<file path="src/rtl/core/palette_pixel_downscaler_core_assert.svh">
// Assertion macros shared by the downscaler RTL.
`ifndef PALETTE_PIXEL_DOWNSCALER_CORE_ASSERT_SVH
`define PALETTE_PIXEL_DOWNSCALER_CORE_ASSERT_SVH

// Same-cycle implication, checked outside reset.
`define PPD_ASSERT_NOW(label, clk, rst, ante, cons) \
   label: assert property (@(posedge clk) disable iff (rst) (ante) |-> (cons)) \
      else $error("ppd assertion failed");

// Next-cycle implication, checked outside reset.
`define PPD_ASSERT_NEXT(label, clk, rst, ante, cons) \
   label: assert property (@(posedge clk) disable iff (rst) (ante) |=> (cons)) \
      else $error("ppd assertion failed");

`endif

</file>
<file path="src/rtl/core/ppd_pkg.sv">
// Package: constants, types and helpers of the palette pixel downscaler.
`timescale 1ns / 1ps

package ppd_pkg;

   localparam int SRC_WIDTH    = 320;
   localparam int SRC_HEIGHT   = 200;
   localparam int GAMMA_LEVELS = 5;

   localparam int COL_W = $clog2(SRC_WIDTH);
   localparam int ROW_W = $clog2(SRC_HEIGHT);

   localparam int LAST_EVEN_COL = (SRC_WIDTH - 1) & ~1;
   localparam int LAST_EVEN_ROW = (SRC_HEIGHT - 1) & ~1;

   localparam int GAMMA_DEPTH = GAMMA_LEVELS * 256;
   localparam int GAMMA_AW    = $clog2(GAMMA_DEPTH);
   localparam int PAL_DEPTH   = 256;

   localparam int CSR_INDEX_W = 4;
   localparam int CSR_DATA_W  = 8;

   // request commands
   localparam logic [1:0] CMD_PIXEL   = 2'd0;
   localparam logic [1:0] CMD_PALETTE = 2'd1;
   localparam logic [1:0] CMD_GAMMA   = 2'd2;

   // register indexes
   localparam logic [CSR_INDEX_W-1:0] CSR_GAMMA_LEVEL = CSR_INDEX_W'(0);
   localparam logic [CSR_INDEX_W-1:0] CSR_VERT_OFFSET = CSR_INDEX_W'(1);

   localparam logic [4:0] VERT_OFFSET_RESET = 5'd14;

   typedef struct packed {
      logic       emit;
      logic [7:0] out_x;
      logic [6:0] out_y;
      logic       line_end;
      logic       frame_end;
   } raster_info_type;

   // curve level and component value to a flat gamma table address
   function automatic logic [GAMMA_AW-1:0] gamma_addr(input logic [2:0] level,
                                                      input logic [7:0] value);
      return GAMMA_AW'({level, value});
   endfunction

   function automatic logic [2:0] sat_level(input logic [2:0] level);
      if (int'(level) >= GAMMA_LEVELS) begin
         return 3'(GAMMA_LEVELS - 1);
      end
      return level;
   endfunction

   function automatic logic [15:0] pack_565(input logic [7:0] r,
                                            input logic [7:0] g,
                                            input logic [7:0] b);
      return {r[7:3], g[7:2], b[7:3]};
   endfunction

endpackage

</file>
<file path="src/rtl/core/ppd_raster.sv">
// Source raster position counters and the 2x decimation decision.
`timescale 1ns / 1ps

module ppd_raster (
   input  logic                     clock,
   input  logic                     reset,
   input  logic                     advance,
   input  logic [4:0]               vert_offset,
   output ppd_pkg::raster_info_type info
);
   import ppd_pkg::*;

   logic [COL_W-1:0] col_ff, col_in;
   logic [ROW_W-1:0] row_ff, row_in;
   logic             lend;

   always_comb begin
      col_in = col_ff;
      row_in = row_ff;
      if (advance) begin
         if (col_ff == COL_W'(SRC_WIDTH - 1)) begin
            col_in = '0;
            if (row_ff == ROW_W'(SRC_HEIGHT - 1)) begin
               row_in = '0;
            end else begin
               row_in = row_ff + ROW_W'(1);
            end
         end else begin
            col_in = col_ff + COL_W'(1);
         end
      end
   end

   always_ff @(posedge clock) begin
      if (reset) begin
         col_ff <= '0;
         row_ff <= '0;
      end else begin
         col_ff <= col_in;
         row_ff <= row_in;
      end
   end

   assign lend = (col_ff == COL_W'(LAST_EVEN_COL));

   always_comb begin
      info.emit      = !col_ff[0] && !row_ff[0];
      info.out_x     = 8'(col_ff >> 1);
      info.out_y     = 7'(row_ff >> 1) + 7'(vert_offset);
      info.line_end  = lend;
      info.frame_end = lend && (row_ff == ROW_W'(LAST_EVEN_ROW));
   end

endmodule

</file>
<file path="config.mk">
export PLATFORM = sky130hd
export DESIGN_NAME = ppd_raster
export DESIGN_NICKNAME = d
export VERILOG_FILES = /design/src/rtl/core/palette_pixel_downscaler_core_assert.svh /design/src/rtl/core/ppd_pkg.sv /design/src/rtl/core/ppd_raster.sv
export SDC_FILE = /design/constraint.sdc
export NUM_CORES = 1
export LEC_CHECK = 0
export ABC_AREA = 1
export BUFFER_PORTS_ARGS = -buffer_cell sky130_fd_sc_hd__clkbuf_2
export CAP_MARGIN = 10
export CORE_MARGIN = 2
export CORE_UTILIZATION = 28
export CTS_CLUSTER_DIAMETER = 30
export DETAILED_ROUTE_END_ITERATION = 16
export RECOVER_POWER = 50
export SYNTH_ARGS = -nofsm -noshare
export SYNTH_HDL_FRONTEND = slang
export SYNTH_SLANG_ARGS = --single-unit
</file>
<file path="constraint.sdc">
create_clock -name clock -period 1.5 [get_ports clock]
set_clock_uncertainty 0.1 [all_clocks]
set_input_delay 0.15 -clock clock [delete_from_list [all_inputs] [get_ports clock]]
set_output_delay 0.15 -clock clock [all_outputs]
set_load 0.02 [all_outputs]
</file>
== Yosys cells after proc, flatten, opt, wreduce, memory -nomap -nowiden ==
Index checks and enable logic that the tools add are counted.
Cells by class
  shifts and indexed selects: 0
  $mul: 0
  $lt $le $gt $ge: 0
  div/mod/pow operators: 0
  add/sub/neg operators: 3
  reduce and logical (&&, ||, !) cells: 5
  equal/unequal tests: 4
  bitwise logic cells: 0
  mux-type cells: 2
Operators with widths (count)
  == test 9 bit, second input constant: 2
  == test 8 bit, second input constant: 2
  adder 9 x 1 -> 9 bit, second input constant: 1
  two-way mux 9 bit: 1
  adder 8 x 1 -> 8 bit, second input constant: 1
  two-way mux 8 bit: 1
  adder 7 x 5 -> 7 bit: 1
  logical AND 1 bit: 2
  zero test 1 bit: 2
  AND reduction 2 bit: 1
Word-level totals
  memories: 0
  ROM bits: 0
  bits of input ports: 8
  memory bits (writable): 0
  flip-flop bits (word level): 17
  latch bits: 0
  word-level logic and storage cells: 16

== Longest topological paths before layout ==
Gate-level depths: netlist (run 1).
  depth after elaboration: 2
  mapped depth: 9

== Least setup slack after synthesis (run 1) ==
Ideal clock, no wire load.
  path kind: register to output
  from: register row_ff[1]
  to: output port info[6] (netlist name)
  data required time: 1.250 ns
  data arrival time: 1.569 ns
  stages on the path, launching flop included: 8
  setup slack: -0.319 ns
  cells stage by stage: dfxtp_1 -> ha_1 -> inv_1 -> fa_1 -> inv_1 -> nand3_1 -> nand2_1 -> xor2_1
RTL lines
  start, declared: line ppd_raster.sv:14  | logic [ROW_W-1:0] row_ff, row_in;
  start signal, assigned: line ppd_raster.sv:40  | row_ff <= row_in;
  end, declared: line ppd_raster.sv:9  | output ppd_pkg::raster_info_type info

==> results of run 1 <==
## through the flow
stage          setup TNS (ps)  area, µm²
5_1_grt                 -2430       1940
2_1_floorplan           -99.8       1280
6_report                -1840       1940
3_3_place_gp             -281       1590
4_1_cts                 -2050       1800
3_5_place_dp             -377       1590
## synth_stat cells (all sizes together) (2+ instances only)
cell,instances
xor2,5
nand2,48
o21bai,2
a21oi,10
buf,11
nor3,4
nand4,5
dfxtp,17
nor2,20
nand3,17
ha,9
inv,24
o21ai,5
## layer usage
layer	vias up	share of wire, %	global-route usage, %
met1	592	43	14.4
met5	-	0	0
li1	673	-	-
met4	0	2.4	4.49
met2	35	50	21.7
met3	9	4.1	1.88
## power breakdown
group	internal (mW)	total (mW)	switching, mW	leakage (nW)
Clock	0.189	0.350	0.161	0.0228
Sequential	0.456	0.462	0.00598	0.143
Combinational	0.0655	0.142	0.0769	0.686
Total	0.710	0.954	0.244	0.852
## critical path, stage by stage, from the launching register on
cell     delay (ps)
dfxtp_4         360
ha_4            120
inv_2            30
fa_2            350
buf_4           150
buf_6           110
xnor2_2         120
buf_4           160
## sequential cells by signal, summed over array words and instances, names as in the netlist
signal,flops
row_ff,8
col_ff,9
## final timing paths
kind	depth (start not counted)	to
worst max-delay path	7	info[4]
worst min-delay path	2	row_ff[5]
worst max register to register	8	row_ff[3]
worst min register to register	2	row_ff[0]
## cell type report
| class | count | area (µm²) | area share, % |
|---|---|---|---|
| multi-input cells | 130 | 932 | 48.0 |
| repair buffers | 57 | 448 | 23.1 |
| well taps | 52 | 65.1 | 3.35 |
| flip-flops and latches | 17 | 357 | 18.4 |
| inverters | 24 | 95.1 | 4.90 |
| clock buffers | 4 | 45.0 | 2.32 |
## cells by family after synthesis
| kind of cell | synth area share [%] |
|---|---|
| flops | 27.5 |
| xor+xnor | 4.25 |
| compound gates | 7.79 |
| buf+inv | 14.1 |
| simple gates | 35.7 |
| fa+ha+maj | 10.7 |
## what timing repair did
action / CTS / global route
setup buffers: 3 / 4
resized for setup: 30 / 42
endpoints found under the setup margin: 8 / 19
pin swaps: 5 / 10
endpoints found under the hold margin: 0 / 0
==> results.toml, run 1 <==
[outcome]
status = "complete, but fails checks"
violations = "negative setup slack"

[synth]
syn-instance-count = 182
syn-cell-area_um2 = 1240
ys_warn_count = 0
synth_cell_types = 26
ys.flop_type = "dfxtp_1"
synth_fp_nets = 200
netlist.area_leader.share_pct = 27.5
synth-seq-cells = 17
yosys-top-cells-area = "dfxtp_1 (28%), nand2_1 (14%), ha_1 (9.1%)"
seq_area_frac_synth_pct = 27.5
synth-async-reset-ratio_pct = 0
avgSynthCellArea_um2 = 6.80
synth_edf_count = 0
yosys.area.top_type = "dfxtp_1"

[clock_network]
cts_hold_buf = 0
clock_latency_ps = 250
cts_root_buf = "clkbuf_8"
clkSinkCount = 17
htree_levels = 1
cts_buffer_depth = 2
cts_tree = "done"
path_clk_slew_ps = 70
numCtsBuffers = 3

[power_and_ir_drop]
finalPower_mw = 0.954
power.density_nw_per_um2 = 491
cellLeakagePower_nw = 0.852
ir_drop_mv = 0.348

[final_layout]
n_fill_cell = 422
final_cell_mix = "nand2_1 (39), buf_4 (29), clkbuf_2 (17)"
drive_gt1_share_pct = 50.4
fin_cells = 284
fin_util_pct = 45.2
antennaDiodeCount = 0
nets = 251
final_common_cell = "nand2_1"
area_delta_synth_final_pct = 56.9

[global_routing]
grt_pass1_wl_um = 4950
grt_pass1_vias = 1199
grt_max_degree = 10
globalRouteOverflowTotal = 0
grt_usage_pct = 12.1
antenna_found_initial = 0

[timing]
fin_crit_sh_pct = 126
worst_slack_ps = -395
worst_pin_slew_ps = 253
fin_crit_ps = 1890
hold_violations = 0
timing.fmax_mhz = 528
grt_setup_unrepaired = "true"
holdWs_ps = 82.8
final_max_slew_viol_count = 0
setup_viol = 7
slew_headroom_pct = 83.1

[placement]
dp.cells = 273
dp_slack_ps = -121
portBuffers = 25
dp.final_hpwl_um = 2160
gp_congestion = 0.763

[route]
drt_iter0_drc = 34
ant_nets = 0
vias = 1309
wl_per_cell_um = 11.0
finalWirelength_um = 3130
vias_per_cell = 4.61
firstDrtPassIters = 4
drc_errors = 0

[flow_run]
maxCapViolCount = 0

[worst_setup_path]
crit_path_end_kind = "output pin"
cp-start-kind = "flop"
crit_path_start = "row_ff[1]"
worst-setup-path-type = "flop to output pin"
worstPathRequired_ps = 1250
r2r-start = "row_ff[5]"
crit_arrival_ps = 1640
critPathMaxFanout = 2
r2r_slack_ps = 60

[hold_path]
timing.hold.worst.class = "input pin to flop"
hp-start = "reset"

[floorplan]
start_util_pct = 28.8
rows = 24
die_area_um2 = 4970
ioPinCount = 26
die_w_um = 70.5
core_um2 = 4290
fp.dieH_um = 70.5
Note: power is estimated with default switching activity, not from simulation.
==> inputs of run 2 (changes only) <==
SETUP_SLACK_MARGIN = 0.5   (was not set)
==> run 2 against run 1 <==
  * The run still ends with negative setup slack left
  * Critical path depth is 1 higher
  * Routed wire length rose by 20%
  * Hold slack improved by 28 ps
  * Non-clock buffer count increased by 3
  * Total power is 3.4% higher
  * Cell count increased by 1.1%
  * Combinational power up 20%
  * Worst setup slack got worse by 30 ps
  * Clock power grew 5%
  * Sequential share of layout area is 2.1 points lower
  * Design area rose by 22%
==> results.toml, run 2 (synthesis results as in run 1) <==
[route]
vias = 1341
firstDrtPassIters = 4
wl_per_cell_um = 13.1
ant_nets = 0
vias_per_cell = 4.67
finalWirelength_um = 3760
drt_iter0_drc = 57
drc_errors = 0

[clock_network]
htree_levels = 1
cts_buffer_depth = 2
cts_root_buf = "clkbuf_8"
numCtsBuffers = 3
cts_tree = "done"
clkSinkCount = 17
clock_latency_ps = 260
path_clk_slew_ps = 80

[final_layout]
top_regs = "col_ff (9), row_ff (8)"
n_fill_cell = 354
fin_area_um2 = 2360
fin_cells = 287
area_delta_synth_final_pct = 91.0
drive_gt1_share_pct = 66.4
final_common_cell = "nand2_1"
nets = 254
multiInputGateArea_um2 = 1140
fin_util_pct = 55.0
antennaDiodeCount = 0
final_cell_mix = "nand2_1 (22), buf_4 (21), nand2_2 (18)"
largest_reg_flops = 9
regMostFlops = "col_ff"
seq_area_um2 = 385

[worst_setup_path]
critPathTopFamily = "adder cells"
timing.critical_path.buf_inv = 3
critPathMaxFanout = 2
worst-setup-path-type = "flop to output pin"
slowest_delay_ps = 360
critPathMostFrequentCell = "inv_2"
worstPathRequired_ps = 1250
crit_path_end_kind = "output pin"
crit_arrival_ps = 1670
path_cells = "ha_4 -> inv_2 -> fa_2 -> inv_2 -> nand3_1 -> nand2_2 -> xor2_2 -> clkbuf_8"
cp-start-kind = "flop"
critPathSlowestCell = "dfxtp_4"

[power_and_ir_drop]
combPwrFrac_pct = 17.3
internal-power_mw = 0.709
cellLeakagePower_nw = 1.03
seqPwrFrac_pct = 45.5
power.density_nw_per_um2 = 417
ir_drop_mv = 0.270
clkPwrFrac_pct = 37.2
power.switching_mw = 0.278
p_sw_share_pct = 28.1

[timing]
worst_pin_slew_ps = 393
fin_crit_sh_pct = 128
fin_crit_ps = 1920
final_max_slew_viol_count = 0
worst_slack_ps = -425
hold_violations = 0
setup_viol = 16
grt_setup_unrepaired = "true"
timing.fmax_mhz = 520
slew_headroom_pct = 73.8

[floorplan]
die_w_um = 70.5
start_util_pct = 28.8
die_area_um2 = 4970
rows = 24
ioPinCount = 26
fp.dieH_um = 70.5
core_um2 = 4290

[flow_run]
maxCapViolCount = 0

[placement]
portBuffers = 25
gp_congestion = 0.746
dp.final_hpwl_um = 2180
dp.cells = 259
placed_area_um2 = 1640

[global_routing]
antenna_found_initial = 0
globalRouteOverflowTotal = 0
grt_usage_pct = 14.2
grt_pass1_wl_um = 5690
grt_pass1_vias = 1280
grt_max_degree = 12

[outcome]
violations = "negative setup slack"
status = "complete, but fails checks"

[hold_path]
timing.hold.worst.class = "input pin to flop"
## run 2: layout make-up
| cell class | count | area share [%] |
|---|---|---|
| inverters | 24 | 3.92 |
| multi-input cells | 130 | 48.3 |
| repair buffers | 60 | 26.7 |
| flip-flops and latches | 17 | 16.3 |
| clock inverters | 1 | 0.212 |
| clock buffers | 3 | 1.75 |
| well taps | 52 | 2.75 |
## run 2: layer usage
metal  global-route usage [%]  vias to the layer above  routed length, µm
met5                        0                        -                  0
met4                     6.41                        0                 69
met3                     1.15                        5                116
met2                     24.2                       30               1960
met1                     18.2                      629               1620
li1                         -                      677                  -
## run 2: per-stage QoR
stage               hold WS [ps]  setup slack [ps]  TNS [ps]  power, mW
floorplan                    109             -70.2     -70.5      0.538
global placement             374             -96.1      -210      0.576
detailed placement           376              -113      -258      0.575
CTS                         91.8              -404     -2070      0.974
global route                 123              -473     -3790       1.03
finish                       110              -425     -2610      0.987
## run 2: what timing repair did
item | CTS | global route
gates resized for setup | 77 | 50
hold buffers | 0 | 0
buffers inserted | 15 | 8
cloned | 0 | 1
pin swaps | 16 | 23
endpoints found under the setup margin | 35 | 34
## run 2: worst paths after layout
path / endpoint / from / slack (ps) / cells after the start
setup / recovery: info[6] / row_ff[1] / -420 / 8
hold / removal: col_ff[7] / reset / 110 / 2
setup reg to reg: row_ff[2] / col_ff[7] / -110 / 11
hold reg to reg: col_ff[0] / col_ff[0] / 420 / 2
## run 2: power by group through the flow
stage / logic, mW / clock network, mW / registers [mW]
detailed placement: 0.103 / 0 / 0.472
global route: 0.182 / 0.394 / 0.450
CTS: 0.148 / 0.374 / 0.453
floorplan: 0.0677 / 0 / 0.470
global placement: 0.104 / 0 / 0.472
finish: 0.171 / 0.367 / 0.449
